**config.mk**
```make
export PLATFORM = sky130hd
export DESIGN_NAME = button_click_classifier_flat
export DESIGN_NICKNAME = d
export VERILOG_FILES = /design/src/rtl/bcc_pkg.sv /design/src/rtl/bcc_in_if.sv /design/src/rtl/bcc_out_if.sv /design/src/rtl/bcc_tracker.sv /design/src/rtl/button_click_classifier.sv /design/src/flat_wrapper.sv
export SDC_FILE = /design/constraint.sdc
export NUM_CORES = 1
export LEC_CHECK = 0
export BUFFER_PORTS_ARGS = -buffer_cell sky130_fd_sc_hd__buf_2
export CAP_MARGIN = 20
export CELL_PAD_IN_SITES_DETAIL_PLACEMENT = 1
export CELL_PAD_IN_SITES_GLOBAL_PLACEMENT = 2
export CORE_ASPECT_RATIO = 0.6
export CORE_MARGIN = 2
export CORE_UTILIZATION = 36
export DETAILED_ROUTE_END_ITERATION = 12
export GPL_ROUTABILITY_DRIVEN = 0
export PLACE_DENSITY_LB_ADDON = 0.1
export RECOVER_POWER = 25
export SLEW_MARGIN = 20
export SYNTH_ARGS = -nofsm -noshare
export SYNTH_HDL_FRONTEND = slang
export SYNTH_HIERARCHICAL = 1
export SYNTH_SLANG_ARGS = --single-unit
```
**constraint.sdc**
```tcl
create_clock -name clk_i -period 5.1 [get_ports clk_i]
set_input_delay 0.255 -clock clk_i [delete_from_list [all_inputs] [get_ports clk_i]]
set_output_delay 0.255 -clock clk_i [all_outputs]
set_load 0.01 [all_outputs]
```
**src/rtl/bcc_pkg.sv**
```systemverilog
// Package for the button click classifier.
// Holds the shared widths, register defaults, event codes and the structs
// passed between the top level and the press tracker. Depends on nothing.
package bcc_pkg;

  localparam int TIME_WIDTH    = 48;
  localparam int CLICK_WIDTH   = 4;
  localparam int CFG_WIDTH     = 24;
  localparam int CFG_IDX_WIDTH = 2;

  localparam logic [CFG_IDX_WIDTH-1:0] CFG_IDX_DEBOUNCE     = 2'd0;
  localparam logic [CFG_IDX_WIDTH-1:0] CFG_IDX_DOUBLE_CLICK = 2'd1;
  localparam logic [CFG_IDX_WIDTH-1:0] CFG_IDX_LONG_PRESS   = 2'd2;

  localparam logic [CFG_WIDTH-1:0] DEBOUNCE_US_RESET     = 24'd50000;
  localparam logic [CFG_WIDTH-1:0] DOUBLE_CLICK_US_RESET = 24'd300000;
  localparam logic [CFG_WIDTH-1:0] LONG_PRESS_US_RESET   = 24'd1000000;

  typedef enum logic [1:0] {
    EV_NONE   = 2'd0,
    EV_SINGLE = 2'd1,
    EV_DOUBLE = 2'd2,
    EV_LONG   = 2'd3
  } bcc_event_e;

  typedef struct packed {
    logic [CFG_WIDTH-1:0] debounce_us;
    logic [CFG_WIDTH-1:0] double_click_us;
    logic [CFG_WIDTH-1:0] long_press_us;
  } bcc_cfg_t;

  typedef struct packed {
    bcc_event_e event_res;
    logic       held;
  } bcc_result_t;

endpackage

```
**src/rtl/bcc_in_if.sv**
```systemverilog
// Input channel of the button click classifier: one pin sample per beat.
// Carries valid, ready, the sampled level and its timestamp. Uses bcc_pkg.
interface bcc_in_if #(
  parameter int TimeWidth = bcc_pkg::TIME_WIDTH
);
  logic                 valid;
  logic                 ready;
  logic                 level;
  logic [TimeWidth-1:0] now_us;

  modport source (output valid, output level, output now_us, input ready);
  modport sink   (input valid, input level, input now_us, output ready);
endinterface

```
**src/rtl/bcc_out_if.sv**
```systemverilog
// Output channel of the button click classifier: one result per beat.
// Carries valid, ready, the event code and the debounced held state.
interface bcc_out_if;
  logic       valid;
  logic       ready;
  logic [1:0] event_res;
  logic       held;

  modport source (output valid, output event_res, output held, input ready);
  modport sink   (input valid, input event_res, input held, output ready);
endinterface

```
**src/rtl/bcc_tracker.sv**
```systemverilog
// Press tracker of the button click classifier: debounce, press and release
// times, click count and classification, updated once per step.
// Depends on bcc_pkg.
module bcc_tracker #(
  parameter int TimeWidth  = bcc_pkg::TIME_WIDTH,
  parameter int ClickWidth = bcc_pkg::CLICK_WIDTH
) (
  input  logic                 clk_i,
  input  logic                 rst_ni,
  input  logic                 step_i,
  input  logic                 level_i,
  input  logic [TimeWidth-1:0] now_i,
  input  bcc_pkg::bcc_cfg_t    cfg_i,
  output bcc_pkg::bcc_result_t res_o
);
  import bcc_pkg::*;

  localparam int PadWidth = TimeWidth - CFG_WIDTH;

  logic                  prev_level_q, prev_level_d;
  logic [TimeWidth-1:0]  change_time_q, change_time_d;
  logic [TimeWidth-1:0]  press_time_q, press_time_d;
  logic [TimeWidth-1:0]  release_time_q, release_time_d;
  logic [ClickWidth-1:0] clicks_q, clicks_d;
  logic                  long_seen_q, long_seen_d;
  logic                  pressed_q, pressed_d;
  logic                  window_q, window_d;

  logic       change;
  logic       press_edge;
  logic       release_edge;
  logic       long_due;
  logic       class_due;
  bcc_event_e event_d;

  // True when more than limit microseconds lie between since and now.
  function automatic logic over(input logic [TimeWidth-1:0] now,
                                input logic [TimeWidth-1:0] since,
                                input logic [CFG_WIDTH-1:0] limit);
    logic [TimeWidth-1:0] diff;
    diff = now - since;
    return (now > since) && (diff > {{PadWidth{1'b0}}, limit});
  endfunction

  assign change       = (level_i != prev_level_q) &&
                        over(now_i, change_time_q, cfg_i.debounce_us);
  assign press_edge   = change && !level_i;
  assign release_edge = change && level_i;

  // A time that is set to now in this step never counts as elapsed, so the
  // checks below look at the stored times and are masked by the edges.
  assign long_due  = !release_edge && (press_edge || (pressed_q && !long_seen_q)) &&
                     !press_edge && over(now_i, press_time_q, cfg_i.long_press_us);
  assign class_due = !press_edge && !release_edge && window_q && !pressed_q &&
                     over(now_i, release_time_q, cfg_i.double_click_us);

  always_comb begin
    prev_level_d   = prev_level_q;
    change_time_d  = change_time_q;
    press_time_d   = press_time_q;
    release_time_d = release_time_q;
    clicks_d       = clicks_q;
    long_seen_d    = long_seen_q;
    pressed_d      = pressed_q;
    window_d       = window_q;
    event_d        = EV_NONE;

    if (change) begin
      change_time_d = now_i;
      prev_level_d  = level_i;
    end
    if (press_edge) begin
      press_time_d = now_i;
      pressed_d    = 1'b1;
      long_seen_d  = 1'b0;
    end
    if (release_edge) begin
      release_time_d = now_i;
      pressed_d      = 1'b0;
      if (!long_seen_q) begin
        if (clicks_q != {ClickWidth{1'b1}}) begin
          clicks_d = clicks_q + ClickWidth'(1);
        end
        window_d = 1'b1;
      end
    end

    if (long_due) begin
      long_seen_d = 1'b1;
      clicks_d    = '0;
      event_d     = EV_LONG;
    end

    if (class_due) begin
      window_d = 1'b0;
      case (clicks_q)
        ClickWidth'(1): event_d = EV_SINGLE;
        ClickWidth'(2): event_d = EV_DOUBLE;
        default:        event_d = EV_NONE;
      endcase
      clicks_d = '0;
    end
  end

  assign res_o.event_res = event_d;
  assign res_o.held      = pressed_d;

  always_ff @(posedge clk_i or negedge rst_ni) begin
    if (!rst_ni) begin
      prev_level_q   <= 1'b1;
      change_time_q  <= '0;
      press_time_q   <= '0;
      release_time_q <= '0;
      clicks_q       <= '0;
      long_seen_q    <= 1'b0;
      pressed_q      <= 1'b0;
      window_q       <= 1'b0;
    end else if (step_i) begin
      prev_level_q   <= prev_level_d;
      change_time_q  <= change_time_d;
      press_time_q   <= press_time_d;
      release_time_q <= release_time_d;
      clicks_q       <= clicks_d;
      long_seen_q    <= long_seen_d;
      pressed_q      <= pressed_d;
      window_q       <= window_d;
    end
  end

  // A long press is only reported with the button held, a click class only
  // with it released.
  assert property (@(posedge clk_i) disable iff (!rst_ni)
    (step_i && res_o.event_res == EV_LONG) |-> res_o.held)
    else $error("long press reported while released");

  assert property (@(posedge clk_i) disable iff (!rst_ni)
    (step_i && (res_o.event_res == EV_SINGLE || res_o.event_res == EV_DOUBLE))
    |=> (clicks_q == '0 && !window_q && !pressed_q))
    else $error("click count or window left open after classification");

  assert property (@(posedge clk_i) disable iff (!rst_ni)
    (step_i && res_o.event_res == EV_LONG) |=> (long_seen_q && clicks_q == '0))
    else $error("long press not recorded");

endmodule

```
**src/rtl/button_click_classifier.sv**
```systemverilog
// Top level of the button click classifier: channel handshakes, the
// configuration registers and the result register around bcc_tracker.
// Depends on bcc_pkg, bcc_in_if, bcc_out_if and bcc_tracker.
//
// The block takes one pin sample per clock and gives exactly one result per
// sample: an event (none, single click, double click, long press) and the
// debounced held state after that sample. A sample is captured in an input
// register and, once the result register is empty or being read, passes the
// tracker's three 48-bit subtract-and-compare checks (debounce, long press,
// click window) into the result register, which offers its result on the output.
// The sustained rate is one sample per cycle while the result side keeps
// taking beats. Configuration writes to indexes 0 to 2 set the debounce,
// double-click and long-press times in microseconds; other indexes are ignored.
module button_click_classifier #(
  parameter int TimeWidth  = bcc_pkg::TIME_WIDTH,
  parameter int ClickWidth = bcc_pkg::CLICK_WIDTH
) (
  input  logic                              clk_i,
  input  logic                              rst_ni,
  bcc_in_if.sink                            in_i,
  bcc_out_if.source                         out_o,
  input  logic                              cfg_we_i,
  input  logic [bcc_pkg::CFG_IDX_WIDTH-1:0] cfg_idx_i,
  input  logic [bcc_pkg::CFG_WIDTH-1:0]     cfg_data_i
);
  import bcc_pkg::*;

  bcc_cfg_t cfg_q;

  logic                 s0_valid_q;
  logic                 s0_level_q;
  logic [TimeWidth-1:0] s0_now_q;

  logic        out_valid_q;
  bcc_result_t out_q;
  bcc_result_t step_res;
  logic        advance;

  // The sample moves on whenever the result register is empty or being read.
  assign advance    = s0_valid_q && (!out_valid_q || out_o.ready);
  assign in_i.ready = !s0_valid_q || advance;

  always_ff @(posedge clk_i or negedge rst_ni) begin
    if (!rst_ni) begin
      cfg_q.debounce_us     <= DEBOUNCE_US_RESET;
      cfg_q.double_click_us <= DOUBLE_CLICK_US_RESET;
      cfg_q.long_press_us   <= LONG_PRESS_US_RESET;
    end else if (cfg_we_i) begin
      unique case (cfg_idx_i)
        CFG_IDX_DEBOUNCE:     cfg_q.debounce_us     <= cfg_data_i;
        CFG_IDX_DOUBLE_CLICK: cfg_q.double_click_us <= cfg_data_i;
        CFG_IDX_LONG_PRESS:   cfg_q.long_press_us   <= cfg_data_i;
        default: ;
      endcase
    end
  end

  always_ff @(posedge clk_i or negedge rst_ni) begin
    if (!rst_ni) begin
      s0_valid_q <= 1'b0;
    end else if (in_i.ready) begin
      s0_valid_q <= in_i.valid;
    end
  end

  always_ff @(posedge clk_i) begin
    if (in_i.valid && in_i.ready) begin
      s0_level_q <= in_i.level;
      s0_now_q   <= in_i.now_us;
    end
  end

  bcc_tracker #(
    .TimeWidth  (TimeWidth),
    .ClickWidth (ClickWidth)
  ) u_tracker (
    .clk_i   (clk_i),
    .rst_ni  (rst_ni),
    .step_i  (advance),
    .level_i (s0_level_q),
    .now_i   (s0_now_q),
    .cfg_i   (cfg_q),
    .res_o   (step_res)
  );

  always_ff @(posedge clk_i or negedge rst_ni) begin
    if (!rst_ni) begin
      out_valid_q <= 1'b0;
    end else if (advance) begin
      out_valid_q <= 1'b1;
    end else if (out_o.ready) begin
      out_valid_q <= 1'b0;
    end
  end

  always_ff @(posedge clk_i) begin
    if (advance) begin
      out_q <= step_res;
    end
  end

  assign out_o.valid     = out_valid_q;
  assign out_o.event_res = out_q.event_res;
  assign out_o.held      = out_q.held;

  assert property (@(posedge clk_i) disable iff (!rst_ni)
    advance |=> out_valid_q)
    else $error("stepped sample produced no result beat");

  assert property (@(posedge clk_i) disable iff (!rst_ni)
    (s0_valid_q && !advance) |-> !in_i.ready)
    else $error("input taken while the input register is blocked");

  assert property (@(posedge clk_i) disable iff (!rst_ni)
    (s0_valid_q && out_valid_q && !out_o.ready)
    |=> (s0_valid_q && $stable(s0_now_q) && $stable(s0_level_q)))
    else $error("held sample lost while the result side stalls");

endmodule
```
**src/flat_wrapper.sv**
```systemverilog
// flat-port wrapper written by rule: the top's interface ports become plain ports
module button_click_classifier_flat import bcc_pkg::*;
#(
  parameter int TimeWidth  = bcc_pkg::TIME_WIDTH,
  parameter int ClickWidth = bcc_pkg::CLICK_WIDTH
)
  (clk_i, rst_ni, cfg_we_i, cfg_idx_i, cfg_data_i, in_i_valid, in_i_level, in_i_now_us, in_i_ready, out_o_valid, out_o_event_res, out_o_held, out_o_ready);
  bcc_in_if #(.TimeWidth(TimeWidth)) in_i_i ();
  bcc_out_if out_o_i ();
  input  logic clk_i;
  input  logic rst_ni;
  input  logic cfg_we_i;
  input  logic [bcc_pkg::CFG_IDX_WIDTH-1:0] cfg_idx_i;
  input  logic [bcc_pkg::CFG_WIDTH-1:0] cfg_data_i;
  input wire logic [$bits(in_i_i.valid)-1:0] in_i_valid;
  input wire logic [$bits(in_i_i.level)-1:0] in_i_level;
  input wire logic [$bits(in_i_i.now_us)-1:0] in_i_now_us;
  output wire logic [$bits(in_i_i.ready)-1:0] in_i_ready;
  output wire logic [$bits(out_o_i.valid)-1:0] out_o_valid;
  output wire logic [$bits(out_o_i.event_res)-1:0] out_o_event_res;
  output wire logic [$bits(out_o_i.held)-1:0] out_o_held;
  input wire logic [$bits(out_o_i.ready)-1:0] out_o_ready;
  assign in_i_i.valid = in_i_valid;
  assign in_i_i.level = in_i_level;
  assign in_i_i.now_us = in_i_now_us;
  assign in_i_ready = in_i_i.ready;
  assign out_o_valid = out_o_i.valid;
  assign out_o_event_res = out_o_i.event_res;
  assign out_o_held = out_o_i.held;
  assign out_o_i.ready = out_o_ready;
  button_click_classifier #(.TimeWidth(TimeWidth), .ClickWidth(ClickWidth)) u_core (.clk_i(clk_i), .rst_ni(rst_ni), .in_i(in_i_i), .out_o(out_o_i), .cfg_we_i(cfg_we_i), .cfg_idx_i(cfg_idx_i), .cfg_data_i(cfg_data_i));
endmodule
```
==> results.md <==
- CP arrival: 6030 ps
- Cts bufs inserted: 31
- Measured slew at the worst slew-check pin: 2969 ps
- Horizontal die dimension: 320.8 um
- Sequential cell area: just over 7000 um^2
- Layout Nets: 3,365
- Number of vias after detailed routing: between 20,000 and 25,000
- Area Overhead vs Synth: 39.22%
- Fmax: around 0.18 GHz
- Mapped Avg Cell Area: slightly below 9 um^2
- Synth Register Bits: 278
- Clock tree from TritonCTS: built
- Final routed wirelength across all metal layers: approximately 94,000 um
- Hold Violations, Final: 0
- Commonest cells after routing, fill and taps aside: 429 x buf_4, 251 x inv_1, 204 x dfrtp_1
- Post-synthesis async set-or-reset flop share: 0.8129
- Dominant cells by area after synthesis: dfrtp_1 24%, ha_1 13%, edfxtp_1 7.2%
- Clock-pin slew of the registers on the worst-case setup and hold paths: approximately 70 ps
- Multi-input gate area in the final layout: 14,440 um^2
- Max-slew headroom: -0.9791
- Fraction of final layout cells sized beyond drive strength 1: 0.3387
- Total track usage: 0.2762
- Most frequent standard cell in the layout excluding fill and tap cells: buf_4
- Category of the worst setup path launch point: register
- Worst-case hold slack: 55.06 ps
- # DRC: 0
- Antenna-violating nets left: 0
- DP HPWL: 69,890 um
- Post-route minimum period: 5675 ps
- Required @ worst endpoint: between 5000 and 6000 ps
- Detailed Routing Iterations Pass 1: 5
- Maximum resistive drop on vdd: 0.2447 mV
- Relative contribution of combinational cells to total power: 0.248
- Register area share after synthesis: 0.3341
- Cell at the root of the clock tree: clkbuf_16
- Number of filler cells placed in the layout: 6,815
- Final standard cell utilization of the core: 0.5082
- DIE AREA: 62,270 um^2
- Post-synth cell types: between 90 and 100
- Starting DRT DRC Count: 1,393
- Number of nets in the synthesized netlist: around 2,800
- Net Sw Power: 2.060 mW
- Internal power: 4.589 mW
- Die H: 194.1 um
- Global-route congestion overflow total: 0
- Power share of the sequential group: 0.384
- Post-route fraction of the period consumed by the critical path: 1.113
- Fin. max-slew vios: 106
- Biggest fanout along the worst timing path: 4
- CP peak stage delay: 450 ps
- Port Buffers: 84
- Total power density per cell area: 220.3 nW/um^2
- Violated checks: max-capacitance violations, max-slew violations, negative setup slack
- Final-report setup violation count: ~160
- Largest net degree at the start of global routing: 106
- Static leakage power: 13.98 nW
- Clock network fraction of design power: 0.368
- Switching part of the total: 0.3098
- Largest area contributor in the netlist: dfrtp_1
- Max-Cap Viols: 2
- DP Area: 25,750 um^2
- Number of antenna violations at the first check in global routing: 11
- Crit end category: register
- Synth warn: 6
- DR vias/cell: 5.625
- Clock Path Buffers: 3
- Synth Instances: 2,489
- Number of enable flip-flop cells after synthesis: 52
- Master of the slowest instance on the critical path: or4_4
- Min setup slack post-route: -574.8 ps
- Starting density of the core: 0.3650
- Area of the core region: 59,400 um^2
- Path type of the worst min-delay path: in -> reg
- Maximum level of the CTS H-tree: 1
- Synthesized area: 21,680 um^2
- Result of the run: finished with violations
- Boundary Pins: 85
- Via count of the first global-routing pass: approximately 22,000
- Cell area after layout: 30,180 um^2
- Final Skew: 22.64 ps
- Prevailing post-synth register cell: dfrtp_1
- Global-route wire length before repair: 132,800 um
- Unrepaired setup endpoints after global routing: yes
- Skew-Pair Late Insertion Delay: 610 ps
- Yosys top cell area share: 0.2355
- Std cell rows: 69
- CTS Sinks: 278
- Kind of critical path: reg -> reg
- Post-DR wirelength/cell: 24.14 um
-- metrics by stage --
stage          setup WS, ps  power [mW]  setup TNS [ps]  cells
4_1_cts              -606.2       6.625          -83380   3809
5_1_grt              -839.3       6.954         -105530   3870
2_1_floorplan         4.963       3.348               0   2489
6_report             -574.8       6.649          -69950   3874
3_5_place_dp          -1255       4.057         -123440   3655
3_3_place_gp          -1071       3.994          -92840   3655
-- layout make-up --
cell class,instances,share of cell area
well taps,781,0.03237
clock buffers,36,0.02699
diodes,5,0.0004145
flip-flops and latches,278,0.2400
clock inverters,22,0.009037
repair buffers,643,0.1807
inverters,255,0.03204
multi-input cells,1854,0.4784
-- critical path, delay by kind of cell (launching register included) --
kind,cells,cell delay (ps)
compound gates,14,2420
xor+xnor,1,170
fa+ha+maj,3,700
buf+inv,7,900
flops,1,430
simple gates,4,800
-- power by group through the flow --
stage | Sequential (mW) | Combinational (mW) | Clock [mW]
after floorplan | 2.54 | 0.808 | 0
after global routing | 2.57 | 1.80 | 2.59
final | 2.55 | 1.65 | 2.45
after CTS | 2.54 | 1.58 | 2.50
after global placement | 2.57 | 1.42 | 0
after detailed placement | 2.58 | 1.47 | 0
-- synthesized netlist by cell type (5+ instances only) --
cell,number
a2bb2oi_1,5
a41oi_1,5
mux2_2,122
nand2_1,275
nor2b_1,14
o21bai_1,22
a31oi_1,17
and4_1,12
nand2b_1,13
o2111ai_1,9
a211oi_1,17
o31a_1,6
a211o_1,15
buf_2,32
a21boi_0,5
dfstp_2,22
a21oi_1,204
and3_1,13
o21ai_1,21
or3_1,12
a221oi_1,6
ha_1,219
nor3_1,41
xnor2_1,57
o21ai_0,193
edfxtp_1,52
xor2_1,40
o221ai_1,6
nand4_1,74
o21a_1,30
o31ai_1,11
and2_1,7
a21o_1,58
a31o_2,10
o211ai_1,21
nor4_1,24
clkbuf_1,61
mux2i_1,9
nand3_1,38
nand3b_1,7
nor2_1,125
inv_1,255
dfrtp_1,204
-- state kept, by name, indices dropped and copies added (netlist names), 2 cells and up --
signal                           count
u_core/u_tracker/change_time_q      48
u_core/u_tracker/press_time_q       48
u_core/u_tracker/clicks_q            4
u_core/cfg_q                        72
u_core/u_tracker/release_time_q     48
u_core/s0_now_q                     48
u_core/out_o.event_res               2
-- cell families (layout without fill, tap and decap cells) --
logic type,after synthesis,in the layout,synth area share
other,0,5,0
muxes,134,134,0.06908
and+or+nand+nor,686,686,0.1534
buffers and inverters,357,956,0.06631
DFF,278,278,0.3341
AOI/OAI and AO/OA,715,715,0.2087
xor gates and xnor gates,97,97,0.03919
adders and majority gates,222,222,0.1292
-- worst paths after layout --
path / from / to / slack [ps] / depth (start not counted)
setup / recovery: u_core/s0_now_q[0] / u_core/out_o.event_res[0] / -570 / 29
hold / removal: cfg_data_i[20] / u_core/cfg_q[44] / 60 / 2
setup reg to reg: u_core/s0_now_q[0] / u_core/out_o.event_res[0] / -570 / 29
hold reg to reg: u_core/s0_valid_q / u_core/out_o.valid / 500 / 1
max in group asynchronous: rst_ni / u_core/u_tracker/press_time_q[21] / 1870 / 3
min in group asynchronous: rst_ni / u_core/u_tracker/release_time_q[5] / 1150 / 2
-- per-layer routing --
layer	vias up	track usage	part of all wire
li1	10114	-	-
met1	10985	0.4424	0.51
met2	605	0.3822	0.41
met3	82	0.05557	0.070
met4	4	0.03565	0.012
met5	-	0	0.00034
-- what timing repair did --
action / 4_1_cts / 5_1_grt
resized for setup: 140 / 337
pin swaps: 71 / 91
endpoints found under the setup margin: 155 / 155
cloned: 2 / 30
endpoints found under the hold margin: 165 / 0
hold buffers: 62 / 0
buffers inserted: 33 / 32
Power figures use the tool's default switching activity.
